### src/design/sll_pkg.sv
// ---------------------------------------------------------------------------
// sll_pkg: shared types and constants of the script lexer
// Beat types, scanner state, token kinds and the word tables.
// ---------------------------------------------------------------------------
package sll_pkg;

   typedef logic [7:0] char_type;
   typedef logic [7:0][7:0] word_type;

   typedef struct packed {
      logic [7:0] src_byte;
      logic       end_of_source;
   } req_type;

   typedef struct packed {
      logic [5:0]  token_kind;
      logic [1:0]  error_code;
      logic [23:0] token_start;
      logic [23:0] token_length;
      logic [19:0] token_line;
      logic        last_in_run;
   } rsp_type;

   typedef struct packed {
      logic [3:0] mode;
      word_type   word_store;
      logic [3:0] word_len;
      logic [7:0] nest_depth;
      logic       quote_char;
      logic [2:0] pending_count;
      char_type   held_op;
   } scan_state_type;

   localparam logic [3:0] MODE_IDLE        = 4'd0;
   localparam logic [3:0] MODE_IDENT       = 4'd1;
   localparam logic [3:0] MODE_NUM         = 4'd2;
   localparam logic [3:0] MODE_NUM_DOT     = 4'd3;
   localparam logic [3:0] MODE_NUM_FRAC    = 4'd4;
   localparam logic [3:0] MODE_OP          = 4'd5;
   localparam logic [3:0] MODE_SLASH       = 4'd6;
   localparam logic [3:0] MODE_STRING      = 4'd7;
   localparam logic [3:0] MODE_STR_ESC     = 4'd8;
   localparam logic [3:0] MODE_LINE_CMT    = 4'd9;
   localparam logic [3:0] MODE_BLOCK       = 4'd10;
   localparam logic [3:0] MODE_BLOCK_SLASH = 4'd11;
   localparam logic [3:0] MODE_BLOCK_STAR  = 4'd12;

   localparam logic [5:0] K_IDENT    = 6'd0;
   localparam logic [5:0] K_ERROR    = 6'd1;
   localparam int         K_KW_FIRST = 2;
   localparam logic [5:0] K_NUMBER   = 6'd25;
   localparam logic [5:0] K_STRING   = 6'd26;
   localparam logic [5:0] K_LPAREN   = 6'd27;
   localparam logic [5:0] K_RPAREN   = 6'd28;
   localparam logic [5:0] K_LBRACK   = 6'd29;
   localparam logic [5:0] K_RBRACK   = 6'd30;
   localparam logic [5:0] K_COMMA    = 6'd31;
   localparam logic [5:0] K_DOT      = 6'd32;
   localparam logic [5:0] K_SEMI     = 6'd33;
   localparam logic [5:0] K_SCOPE    = 6'd34;
   localparam logic [5:0] K_ASSIGN   = 6'd35;
   localparam logic [5:0] K_NE       = 6'd36;
   localparam logic [5:0] K_NOT      = 6'd37;
   localparam logic [5:0] K_EQEQ     = 6'd38;
   localparam logic [5:0] K_EQ       = 6'd39;
   localparam logic [5:0] K_LE       = 6'd40;
   localparam logic [5:0] K_LT       = 6'd41;
   localparam logic [5:0] K_GE       = 6'd42;
   localparam logic [5:0] K_GT       = 6'd43;
   localparam logic [5:0] K_PLUSEQ   = 6'd44;
   localparam logic [5:0] K_PLUS     = 6'd45;
   localparam logic [5:0] K_MINUSEQ  = 6'd46;
   localparam logic [5:0] K_MINUS    = 6'd47;
   localparam logic [5:0] K_MODEQ    = 6'd48;
   localparam logic [5:0] K_MOD      = 6'd49;
   localparam logic [5:0] K_MULEQ    = 6'd50;
   localparam logic [5:0] K_MUL      = 6'd51;
   localparam logic [5:0] K_DIVEQ    = 6'd52;
   localparam logic [5:0] K_SLASH    = 6'd54;
   localparam logic [5:0] K_END      = 6'd60;

   localparam logic [1:0] ERR_NONE       = 2'd0;
   localparam logic [1:0] ERR_UNTERM_STR = 2'd1;
   localparam logic [1:0] ERR_UNEXPECTED = 2'd2;

   localparam int NUM_KW = 23;
   localparam logic [63:0] KW_TEXT [NUM_KW] = '{
      64'("_"), 64'("and"), 64'("break"), 64'("catch"), 64'("class"),
      64'("continue"), 64'("do"), 64'("elif"), 64'("else"), 64'("false"),
      64'("finally"), 64'("fn"), 64'("for"), 64'("from"), 64'("if"),
      64'("in"), 64'("is"), 64'("nil"), 64'("or"), 64'("return"),
      64'("throw"), 64'("true"), 64'("try")};
   localparam int KW_LEN [NUM_KW] = '{
      1, 3, 5, 5, 5, 8, 2, 4, 4, 5, 7, 2, 3, 4, 2, 2, 2, 3, 2, 6, 5, 4, 3};

   localparam int NUM_BE = 6;
   localparam logic [63:0] BE_TEXT [NUM_BE] = '{
      64'("class"), 64'("do"), 64'("fn"), 64'("for"), 64'("if"), 64'("try")};
   localparam int BE_LEN [NUM_BE] = '{5, 2, 2, 3, 2, 3};
   localparam logic [5:0] BE_KIND [NUM_BE] = '{
      6'd53, 6'd55, 6'd56, 6'd57, 6'd58, 6'd59};

   // first n bytes of s agree with the text of length len (up to len)
   function automatic logic prefix_match(word_type s, logic [3:0] n,
                                         logic [63:0] txt, int len);
      logic ok;
      ok = 1'b1;
      for (int i = 0; i < 8; i++) begin
         if (i < int'(n) && i < len) begin
            if (s[i] != txt[8*(len-1-i) +: 8]) ok = 1'b0;
         end
      end
      return ok;
   endfunction

   function automatic logic [5:0] classify(word_type s, logic [3:0] n);
      logic [5:0] k;
      k = K_IDENT;
      for (int e = 0; e < NUM_KW; e++) begin
         if (int'(n) == KW_LEN[e] && prefix_match(s, n, KW_TEXT[e], KW_LEN[e]))
            k = 6'(K_KW_FIRST + e);
      end
      return k;
   endfunction

   // K_IDENT when no block end matches
   function automatic logic [5:0] block_end_full(word_type s, logic [3:0] n);
      logic [5:0] k;
      k = K_IDENT;
      for (int e = 0; e < NUM_BE; e++) begin
         if (int'(n) == BE_LEN[e] && prefix_match(s, n, BE_TEXT[e], BE_LEN[e]))
            k = BE_KIND[e];
      end
      return k;
   endfunction

   function automatic logic block_end_prefix(word_type s, logic [3:0] n);
      logic hit;
      hit = 1'b0;
      for (int e = 0; e < NUM_BE; e++) begin
         if (BE_LEN[e] >= int'(n) && prefix_match(s, n, BE_TEXT[e], BE_LEN[e]))
            hit = 1'b1;
      end
      return hit;
   endfunction

   function automatic logic [5:0] op_one(char_type ch);
      logic [5:0] k;
      case (ch)
         "!":     k = K_NOT;
         "=":     k = K_EQ;
         "<":     k = K_LT;
         ">":     k = K_GT;
         "+":     k = K_PLUS;
         "-":     k = K_MINUS;
         "%":     k = K_MOD;
         default: k = K_MUL;
      endcase
      return k;
   endfunction

   function automatic logic [5:0] op_eq(char_type ch);
      logic [5:0] k;
      case (ch)
         "!":     k = K_NE;
         "=":     k = K_EQEQ;
         "<":     k = K_LE;
         ">":     k = K_GE;
         "+":     k = K_PLUSEQ;
         "-":     k = K_MINUSEQ;
         "%":     k = K_MODEQ;
         default: k = K_MULEQ;
      endcase
      return k;
   endfunction

endpackage

### src/design/sll_scan.sv
// ---------------------------------------------------------------------------
// sll_scan: per-byte scanner step
// Next scanner state and up to three tokens for one source beat.
// ---------------------------------------------------------------------------
module sll_scan #(
   parameter int OFFSET_BITS = 24,
   parameter int LINE_BITS   = 20
) (
   input  sll_pkg::scan_state_type st,
   input  logic [OFFSET_BITS-1:0]  cur,
   input  logic [OFFSET_BITS-1:0]  tok_begin,
   input  logic [LINE_BITS-1:0]    line,
   input  sll_pkg::req_type        req,
   output sll_pkg::scan_state_type st_in,
   output logic [OFFSET_BITS-1:0]  tok_begin_in,
   output logic [LINE_BITS-1:0]    line_in,
   output sll_pkg::rsp_type        toks [3],
   output logic [1:0]              tok_count
);

   typedef struct packed {
      logic [5:0]             kind;
      logic [1:0]             err;
      logic [OFFSET_BITS-1:0] start;
      logic [OFFSET_BITS-1:0] len;
   } rec_type;

   rec_type                 recs [3];
   logic [1:0]              n;
   logic [3:0]              wl;
   logic [3:0]              k;
   logic [5:0]              kfull;
   sll_pkg::word_type       s2;
   sll_pkg::char_type       c;
   logic                    ok;
   logic                    alpha, digit, alnum;
   logic                    run_idle, run_ident, run_block, inc, ext;
   logic [OFFSET_BITS-1:0]  one;

   assign c     = req.src_byte;
   assign ok    = !req.end_of_source;
   assign alpha = ok && ((c >= "a" && c <= "z") || (c >= "A" && c <= "Z") || c == "_");
   assign digit = ok && c >= "0" && c <= "9";
   assign alnum = alpha || digit;
   assign one   = OFFSET_BITS'(1);

   always_comb begin
      st_in        = st;
      tok_begin_in = tok_begin;
      recs         = '{default: '0};
      n            = 2'd0;
      wl           = st.word_len;
      k            = {1'b0, st.pending_count};
      kfull        = sll_pkg::K_IDENT;
      s2           = st.word_store;
      run_idle     = 1'b0;
      run_ident    = 1'b0;
      run_block    = 1'b0;
      inc          = 1'b0;
      ext          = 1'b0;

      unique case (st.mode) inside
         sll_pkg::MODE_IDENT: run_ident = 1'b1;
         sll_pkg::MODE_NUM, sll_pkg::MODE_NUM_FRAC: begin
            if (digit) begin
            end else if (st.mode == sll_pkg::MODE_NUM && ok && c == ".") begin
               st_in.mode = sll_pkg::MODE_NUM_DOT;
            end else begin
               recs[n] = '{sll_pkg::K_NUMBER, sll_pkg::ERR_NONE, tok_begin, cur - tok_begin};
               n = n + 2'd1;
               run_idle = 1'b1;
            end
         end
         sll_pkg::MODE_NUM_DOT: begin
            if (digit) begin
               st_in.mode = sll_pkg::MODE_NUM_FRAC;
            end else begin
               recs[n] = '{sll_pkg::K_NUMBER, sll_pkg::ERR_NONE, tok_begin,
                           cur - one - tok_begin};
               n = n + 2'd1;
               recs[n] = '{sll_pkg::K_DOT, sll_pkg::ERR_NONE, cur - one, one};
               n = n + 2'd1;
               run_idle = 1'b1;
            end
         end
         sll_pkg::MODE_OP: begin
            st_in.mode = sll_pkg::MODE_IDLE;
            if (st.held_op == ":") begin
               if (ok && c == ":") begin
                  recs[n] = '{sll_pkg::K_SCOPE, sll_pkg::ERR_NONE, tok_begin,
                              cur + one - tok_begin};
                  n = n + 2'd1;
               end else if (ok && c == "=") begin
                  recs[n] = '{sll_pkg::K_ASSIGN, sll_pkg::ERR_NONE, tok_begin,
                              cur + one - tok_begin};
                  n = n + 2'd1;
               end else begin
                  recs[n] = '{sll_pkg::K_ERROR, sll_pkg::ERR_UNEXPECTED, tok_begin, '0};
                  n = n + 2'd1;
                  run_idle = 1'b1;
               end
            end else if (st.held_op == "*" && ok && c == "/") begin
            end else if (ok && c == "=") begin
               recs[n] = '{sll_pkg::op_eq(st.held_op), sll_pkg::ERR_NONE, tok_begin,
                           cur + one - tok_begin};
               n = n + 2'd1;
            end else begin
               recs[n] = '{sll_pkg::op_one(st.held_op), sll_pkg::ERR_NONE, tok_begin,
                           cur - tok_begin};
               n = n + 2'd1;
               run_idle = 1'b1;
            end
         end
         sll_pkg::MODE_SLASH: begin
            if (k == 4'd0 && ok && c == "=") begin
               recs[n] = '{sll_pkg::K_DIVEQ, sll_pkg::ERR_NONE, tok_begin,
                           cur + one - tok_begin};
               n = n + 2'd1;
               st_in.mode = sll_pkg::MODE_IDLE;
            end else if (k == 4'd0 && ok && c == "/") begin
               st_in.mode = sll_pkg::MODE_LINE_CMT;
            end else if (k == 4'd0 && ok && c == "*") begin
               st_in.nest_depth = 8'd1;
               st_in.mode = sll_pkg::MODE_BLOCK;
            end else begin
               if (k != 4'd0) kfull = sll_pkg::block_end_full(st.word_store, k);
               if (kfull != sll_pkg::K_IDENT && !alnum) begin
                  recs[n] = '{kfull, sll_pkg::ERR_NONE, tok_begin, cur - tok_begin};
                  n = n + 2'd1;
                  st_in.mode = sll_pkg::MODE_IDLE;
                  run_idle = 1'b1;
               end else begin
                  if (ok && k < 4'd5) begin
                     s2[k[2:0]] = c;
                     st_in.word_store[k[2:0]] = c;
                     if (sll_pkg::block_end_prefix(s2, k + 4'd1)) begin
                        st_in.pending_count = 3'(k + 4'd1);
                        ext = 1'b1;
                     end
                  end
                  if (!ext) begin
                     recs[n] = '{sll_pkg::K_SLASH, sll_pkg::ERR_NONE, tok_begin, one};
                     n = n + 2'd1;
                     st_in.pending_count = 3'd0;
                     if (k == 4'd0) begin
                        st_in.mode = sll_pkg::MODE_IDLE;
                        run_idle = 1'b1;
                     end else begin
                        tok_begin_in = tok_begin + one;
                        wl = k;
                        run_ident = 1'b1;
                     end
                  end
               end
            end
         end
         sll_pkg::MODE_STRING, sll_pkg::MODE_STR_ESC: begin
            if (!ok) begin
               recs[n] = '{sll_pkg::K_ERROR, sll_pkg::ERR_UNTERM_STR, tok_begin, '0};
               n = n + 2'd1;
               st_in.mode = sll_pkg::MODE_IDLE;
               run_idle = 1'b1;
            end else if (st.mode == sll_pkg::MODE_STR_ESC) begin
               inc = (c == "\n");
               st_in.mode = sll_pkg::MODE_STRING;
            end else if (c == (st.quote_char ? 8'h27 : 8'h22)) begin
               recs[n] = '{sll_pkg::K_STRING, sll_pkg::ERR_NONE, tok_begin,
                           cur + one - tok_begin};
               n = n + 2'd1;
               st_in.mode = sll_pkg::MODE_IDLE;
            end else if (c == "\n") begin
               inc = 1'b1;
            end else if (c == "\\") begin
               st_in.mode = sll_pkg::MODE_STR_ESC;
            end
         end
         sll_pkg::MODE_LINE_CMT: begin
            if (!ok) begin
               st_in.mode = sll_pkg::MODE_IDLE;
               run_idle = 1'b1;
            end else if (c == "\n") begin
               inc = 1'b1;
               st_in.mode = sll_pkg::MODE_IDLE;
            end
         end
         sll_pkg::MODE_BLOCK: run_block = 1'b1;
         sll_pkg::MODE_BLOCK_SLASH: begin
            if (ok && c == "*") begin
               if (st.nest_depth != 8'hff) st_in.nest_depth = st.nest_depth + 8'd1;
               st_in.mode = sll_pkg::MODE_BLOCK;
            end else begin
               run_block = 1'b1;
            end
         end
         sll_pkg::MODE_BLOCK_STAR: begin
            if (ok && c == "/") begin
               if (st.nest_depth != 8'd0) st_in.nest_depth = st.nest_depth - 8'd1;
               st_in.mode = (st_in.nest_depth == 8'd0) ? sll_pkg::MODE_IDLE
                                                      : sll_pkg::MODE_BLOCK;
            end else begin
               run_block = 1'b1;
            end
         end
         default: run_idle = 1'b1;
      endcase

      if (run_ident) begin
         if (alnum) begin
            if (wl < 4'd8) st_in.word_store[wl[2:0]] = c;
            st_in.word_len = (wl < 4'd9) ? wl + 4'd1 : wl;
            st_in.mode = sll_pkg::MODE_IDENT;
         end else begin
            recs[n] = '{sll_pkg::classify(st.word_store, wl), sll_pkg::ERR_NONE,
                        tok_begin_in, cur - tok_begin_in};
            n = n + 2'd1;
            st_in.word_len = wl;
            st_in.mode = sll_pkg::MODE_IDLE;
            run_idle = 1'b1;
         end
      end

      if (run_block) begin
         st_in.mode = sll_pkg::MODE_BLOCK;
         if (!ok) begin
            st_in.mode = sll_pkg::MODE_IDLE;
            run_idle = 1'b1;
         end else if (c == "\n") begin
            inc = 1'b1;
         end else if (c == "/") begin
            st_in.mode = sll_pkg::MODE_BLOCK_SLASH;
         end else if (c == "*") begin
            st_in.mode = sll_pkg::MODE_BLOCK_STAR;
         end
      end

      if (run_idle) begin
         st_in.mode = sll_pkg::MODE_IDLE;
         if (!ok) begin
            recs[n] = '{sll_pkg::K_END, sll_pkg::ERR_NONE, cur, '0};
            n = n + 2'd1;
         end else begin
            tok_begin_in = cur;
            if (alpha) begin
               st_in.mode = sll_pkg::MODE_IDENT;
               st_in.word_store[0] = c;
               st_in.word_len = 4'd1;
            end else if (digit) begin
               st_in.mode = sll_pkg::MODE_NUM;
            end else begin
               case (c) inside
                  "\n": inc = 1'b1;
                  " ", "\t", "\r": begin
                  end
                  "(": begin
                     recs[n] = '{sll_pkg::K_LPAREN, sll_pkg::ERR_NONE, cur, one};
                     n = n + 2'd1;
                  end
                  ")": begin
                     recs[n] = '{sll_pkg::K_RPAREN, sll_pkg::ERR_NONE, cur, one};
                     n = n + 2'd1;
                  end
                  "[": begin
                     recs[n] = '{sll_pkg::K_LBRACK, sll_pkg::ERR_NONE, cur, one};
                     n = n + 2'd1;
                  end
                  "]": begin
                     recs[n] = '{sll_pkg::K_RBRACK, sll_pkg::ERR_NONE, cur, one};
                     n = n + 2'd1;
                  end
                  ",": begin
                     recs[n] = '{sll_pkg::K_COMMA, sll_pkg::ERR_NONE, cur, one};
                     n = n + 2'd1;
                  end
                  ".": begin
                     recs[n] = '{sll_pkg::K_DOT, sll_pkg::ERR_NONE, cur, one};
                     n = n + 2'd1;
                  end
                  ";": begin
                     recs[n] = '{sll_pkg::K_SEMI, sll_pkg::ERR_NONE, cur, one};
                     n = n + 2'd1;
                  end
                  ":", "!", "=", "<", ">", "+", "-", "%", "*": begin
                     st_in.held_op = c;
                     st_in.mode = sll_pkg::MODE_OP;
                  end
                  "/": begin
                     st_in.pending_count = 3'd0;
                     st_in.mode = sll_pkg::MODE_SLASH;
                  end
                  8'h22: begin
                     st_in.quote_char = 1'b0;
                     st_in.mode = sll_pkg::MODE_STRING;
                  end
                  8'h27: begin
                     st_in.quote_char = 1'b1;
                     st_in.mode = sll_pkg::MODE_STRING;
                  end
                  default: begin
                     recs[n] = '{sll_pkg::K_ERROR, sll_pkg::ERR_UNEXPECTED, cur, '0};
                     n = n + 2'd1;
                  end
               endcase
            end
         end
      end

      line_in = (inc && line != '1) ? line + LINE_BITS'(1) : line;
   end

   always_comb begin
      for (int i = 0; i < 3; i++) begin
         toks[i].token_kind   = recs[i].kind;
         toks[i].error_code   = recs[i].err;
         toks[i].token_start  = 24'(recs[i].start);
         toks[i].token_length = 24'(recs[i].len);
         toks[i].token_line   = 20'(line);
         toks[i].last_in_run  = (i + 1 == int'(n));
      end
   end

   assign tok_count = n;

endmodule

### src/design/script_language_lexer.sv
// ---------------------------------------------------------------------------
// script_language_lexer: streaming tokenizer for a small script language
// Scans one source byte per beat and hands out tokens one per beat.
// ---------------------------------------------------------------------------
//   channel | ports                     | beat
//   req     | req_valid/stall/data      | one source byte or end marker
//   rsp     | rsp_valid/stall/data      | one token
//
// One byte per cycle, while the result register is empty or hands out its last token,
// is scanned through an input register and the scan logic into a result register
// of up to three tokens; a byte that yields several tokens holds it until all are taken.
// Reset (synchronous) returns the scanner to idle, offset 0, line 1.
// rsp_stall holds the result register; req_stall rises while a byte waits and it cannot move on.
module script_language_lexer #(
   parameter int OFFSET_BITS = 24,
   parameter int LINE_BITS   = 20
) (
   input  logic             clock,
   input  logic             reset,
   input  logic             req_valid,
   output logic             req_stall,
   input  sll_pkg::req_type req_data,
   output logic             rsp_valid,
   input  logic             rsp_stall,
   output sll_pkg::rsp_type rsp_data
);

   logic                    in_valid_ff;
   sll_pkg::req_type        in_data_ff;
   sll_pkg::scan_state_type state_ff, state_in;
   logic [OFFSET_BITS-1:0]  offset_ff;
   logic [OFFSET_BITS-1:0]  begin_ff, begin_in;
   logic [LINE_BITS-1:0]    line_ff, line_in;
   sll_pkg::rsp_type        tok_ff [3];
   sll_pkg::rsp_type        tok_in [3];
   logic [1:0]              rem_ff, tok_count;
   logic                    pop, move;

   sll_scan #(.OFFSET_BITS(OFFSET_BITS), .LINE_BITS(LINE_BITS)) u_scan (
      .st(state_ff), .cur(offset_ff), .tok_begin(begin_ff), .line(line_ff),
      .req(in_data_ff), .st_in(state_in), .tok_begin_in(begin_in),
      .line_in(line_in), .toks(tok_in), .tok_count(tok_count)
   );

   assign pop       = (rem_ff != 2'd0) && !rsp_stall;
   assign move      = in_valid_ff && ((rem_ff == 2'd0) || (rem_ff == 2'd1 && pop));
   assign req_stall = in_valid_ff && !move;
   assign rsp_valid = rem_ff != 2'd0;
   assign rsp_data  = tok_ff[0];

   always_ff @(posedge clock) begin
      if (reset) begin
         in_valid_ff <= 1'b0;
      end else if (!in_valid_ff || move) begin
         in_valid_ff <= req_valid;
      end
      if (!in_valid_ff || move) in_data_ff <= req_data;
   end

   always_ff @(posedge clock) begin
      if (reset) begin
         state_ff.mode          <= sll_pkg::MODE_IDLE;
         state_ff.word_len      <= 4'd0;
         state_ff.nest_depth    <= 8'd0;
         state_ff.quote_char    <= 1'b0;
         state_ff.pending_count <= 3'd0;
         state_ff.held_op       <= 8'd0;
         offset_ff              <= '0;
         begin_ff               <= '0;
         line_ff                <= LINE_BITS'(1);
      end else if (move) begin
         state_ff  <= state_in;
         begin_ff  <= begin_in;
         line_ff   <= line_in;
         if (!in_data_ff.end_of_source) offset_ff <= offset_ff + OFFSET_BITS'(1);
      end
   end

   always_ff @(posedge clock) begin
      if (reset) begin
         rem_ff <= 2'd0;
      end else if (move) begin
         rem_ff <= tok_count;
      end else if (pop) begin
         rem_ff <= rem_ff - 2'd1;
      end
      if (move) begin
         tok_ff <= tok_in;
      end else if (pop) begin
         tok_ff[0] <= tok_ff[1];
         tok_ff[1] <= tok_ff[2];
      end
   end

endmodule

### config.mk
export PLATFORM = sky130hd
export DESIGN_NAME = script_language_lexer
export DESIGN_NICKNAME = d
export VERILOG_FILES = /design/src/design/sll_pkg.sv /design/src/design/sll_scan.sv /design/src/design/script_language_lexer.sv
export SDC_FILE = /design/constraint.sdc
export NUM_CORES = 1
export LEC_CHECK = 0
export CORE_MARGIN = 5
export CORE_UTILIZATION = 60
export CTS_CLUSTER_SIZE = 25
export DETAILED_ROUTE_END_ITERATION = 12
export DONT_BUFFER_PORTS = 1
export PLACE_DENSITY = 0.76
export SYNTH_ARGS = -nofsm -noshare
export SYNTH_HDL_FRONTEND = slang
export SYNTH_SLANG_ARGS = --single-unit
### constraint.sdc
create_clock -name clock -period 8.9 [get_ports clock]
set_input_delay 0.445 -clock clock [delete_from_list [all_inputs] [get_ports clock]]
set_output_delay 0.445 -clock clock [all_outputs]
set_load 0.01 [all_outputs]
==> results_dict.tcl <==
set metrics [dict create \
    r2r-end "rsp_data[44]" \
    first_pass_iters 6 \
    synth-simple-area-share 0.220 \
    drive_gt1_frac 0.0767 \
    ant_nets 0 \
    netlist_top_cells_count "nand2_1, nor2_1, edfxtp_1" \
    required_ns 9.22 \
    pin_count 92 \
    cts_root_buffer "clkbuf_16" \
    peakVddDrop_mv 0.223 \
    fmax_mhz 121 \
    ys_seq_area_frac 0.385 \
    track_usage 0.339 \
    final_hold_viol_count 0 \
    synth-seq-cells 401 \
    dpl.hpwl_um 66600 \
    place_congestion 0.979 \
    die_w_um 229 \
    yosysTopAreaCellShare 0.316 \
    drcViolationCount 0 \
    synth_top_cell_by_area "edfxtp_1" \
    vias 25847 \
    skew_ns 0.0295 \
    worstPathArrival_ns 8.61 \
    rsz0062_at_grt "no" \
    startpoint_type "flip-flop" \
    clock_path_buffers 3 \
    setup_viol 0 \
    synth-adder-area-share 0.0546 \
    clk_latency_ns 0.61 \
    synth_mux_area_frac 0.0296 \
    grt_overflow 0 \
    yosys_most_used_dff "edfxtp_1" \
    drv_slew 0 \
    cts_buffers 45 \
    stdcell_count 3796 \
    p_sw_mw 3.67 \
    p_int_mw 4.94 \
    numPortBuffers 0 \
    placed_cell_area_sq_mm 0.0286 \
    die_area_sq_mm 0.0523 \
    end_kind "flip-flop" \
    worstHoldStart "reset" \
    async_reset_ff_frac 0 \
    routed_wl_um 93100 \
    netlist-cell-type-count 111 \
    syn_nets 3432 \
    hold_depth 2 \
    drtIter0Drc 2949 \
    dp_cells 3699 \
    finalInstanceArea_sq_mm 0.0303 \
    syn_to_final_growth_pct 5.50 \
    clkPwrFrac 0.225 \
    cap_violations 0 \
    totalPowerFinal_mw 8.61 \
    synthXorXnorAreaFrac 0.0567 \
    grt_max_degree 98 \
    comb_power_share 0.442 \
    wl_per_cell_um 24.5 \
    ys_top_cells_by_area "edfxtp_1, dfxtp_1, nand2_1" \
    hold_ws_ns 0.0756 \
    synth_top_family_by_area "simple AND/OR/NAND/NOR gates" \
    r2r_start "state_ff[9]" \
    switching_share 0.426 \
    hold_class "input port to flip-flop" \
    min_period_over_period 0.932 \
    tightest_slew_ns 1.26 \
    yosysWarnings 0 \
    synth_compound_area_frac 0.195 \
    grt_pass1_vias 24180 \
    start_util 0.604 \
    relSlewSlack 0.155 \
    clk_pin_slew_worst_paths_ns 0.06 \
    cts_htree_levels 2 \
    vias_per_cell 6.81 \
    synth.avg_cell_area_sq_um 8.71 \
    fin_nets 3278 \
    rows 80 \
    critical_path_class "flip-flop to flip-flop" \
    netlist_area_sq_mm 0.0287 \
    tns_ns 0 \
    antenna_found_initial 0 \
    ff2ff_setup_slack_ns 0.61 \
    worstHoldEndpoint "state_ff[6]" \
    grt_first_pass_wirelength_um 142000 \
    synth_cells 3297 \
    clock-sinks 401 \
    p_leak_nw 10.9 \
    p_seq_frac 0.333 \
    path_max_fanout 19 \
    r2r_cells 25 \
    synth_edf_count 302 \
    cts_tree "yes" \
    nFillCells 3891 \
    power_density_mw_per_mm2 284 \
    yosysMostFrequentCell "nand2_1" \
    design.core.area_sq_mm 0.0475 \
    status "completed" \
    period_minus_slack_ns 8.29 \
    die_h_um 229 \
]
[logic make-up (layout without fill, tap and decap cells)]
group | after synthesis | in the layout
other | 0 | 1
AO/OA/AOI/OAI | 835 | 835
flip-flops | 401 | 401
AND/OR/NAND/NOR | 1310 | 1310
adder cells (fa/ha/maj) | 123 | 123
multiplexers | 78 | 78
buffers and inverters | 364 | 247
XOR/XNOR | 186 | 186
[state kept, by name, indices dropped and copies added, names as in the netlist]
signal       flops
in_data_ff       9
begin_ff        24
line_ff         20
offset_ff       24
rsp_data        77
rem_ff           2
tok_ff         152
state_ff        92
in_valid_ff      1
[timing repair]
| action | in CTS | in global routing |
|---|---|---|
| hold buffers | 11 | 0 |
| resized for setup | 0 | 0 |
| setup buffers | 0 | 0 |
| hold endpoints to repair | 106 | 0 |
[routing by layer]
layer / routed length (um) / vias to the layer above / global-route usage / share of wire
met5: 0 / - / 0 / 0
met4: 3620 / 0 / 0.126 / 0.039
met3: 9190 / 249 / 0.0647 / 0.099
met2: 41100 / 1552 / 0.526 / 0.44
met1: 39200 / 12310 / 0.477 / 0.42
li1: - / 11736 / - / -
[critical path, cell delays in order (launching register included)]
cell and delay, ns:
dfxtp_1 0.78, inv_1 0.33, ha_1 0.52, or4bb_1 0.54, a31oi_1 0.16, or2_2 0.13, or4_1 0.10, nand3_2 0.12
o31a_1 0.44, nor2_2 0.43, nand2_1 0.13, xnor2_1 0.41, ha_1 0.30, o21a_1 0.15, a21oi_1 0.09, o21ai_0 0.33
a2111oi_0 0.20, nor3_1 0.53, a41oi_1 0.35, a2111oi_0 0.99, o31ai_1 0.28, o21bai_1 0.19, a21oi_1 0.10, xnor2_1 0.15
o21ai_0 0.20, o21ai_1 0.08
[stage by stage]
step | worst slack (ns) | utilization
final | 0.607 | 0.637
after global routing | 0.196 | 0.637
after CTS | 0.876 | 0.637
after detailed placement | 0.945 | 0.602
after global placement | 1.05 | 0.602
after floorplan | 2.53 | -
[cell usage in the layout (no fill, tap or decap), drive strengths merged, types with 20 or more instances in the layout]
cell	synthesis	routed
nor4	27	27
ha	118	118
mux2	55	55
o21ai	222	222
a22oi	21	21
a211oi	45	45
a21o	28	28
o211ai	34	34
inv	92	97
nand4	40	40
or3	29	29
nor3	92	92
clkbuf	160	56
nor2b	26	26
a21oi	172	172
xor2	94	94
nand2b	31	31
a22o	20	20
mux2i	23	23
o22ai	27	27
o31ai	40	40
and3	35	35
xnor2	92	92
edfxtp	302	302
and2	42	42
buf	110	59
a221oi	22	22
o21a	24	24
a31oi	28	28
nand3	97	97
dfxtp	99	99
nand2	452	452
nor2	331	331
[power by group through the flow]
| stage | sequential (mW) | clock (mW) | combinational (mW) |
|---|---|---|---|
| after floorplan | 2.70 | 0 | 2.87 |
| after global placement | 2.89 | 0 | 3.57 |
| after detailed placement | 2.90 | 0 | 3.64 |
| after CTS | 2.87 | 1.96 | 3.68 |
| after global routing | 2.90 | 2.04 | 4.08 |
| final | 2.86 | 1.94 | 3.80 |
[final cells by class]
class                           count  area [sq um]  share of cell area
Tap cell                          615           769              0.0254
Inverter                           94           355              0.0117
Multi-Input combinational cell   2532         16000               0.529
Clock buffer                       56          1190              0.0392
Sequential cell                   401         11100               0.365
Antenna cell                        1          2.50           0.0000826
Timing Repair Buffer               69           571              0.0188
Clock inverter                     28           334              0.0110
[worst max-delay path by stage]
stage | end | cells after the start | from
after floorplan | rsp_data[44] | 28 | state_ff[9]
after global placement | rsp_data[44] | 25 | state_ff[9]
after detailed placement | rsp_data[44] | 25 | state_ff[9]
after CTS | rsp_data[44] | 25 | state_ff[9]
after global routing | rsp_data[44] | 25 | state_ff[9]
final | rsp_data[44] | 25 | state_ff[9]
No activity file was read; power rests on OpenSTA's default activity.
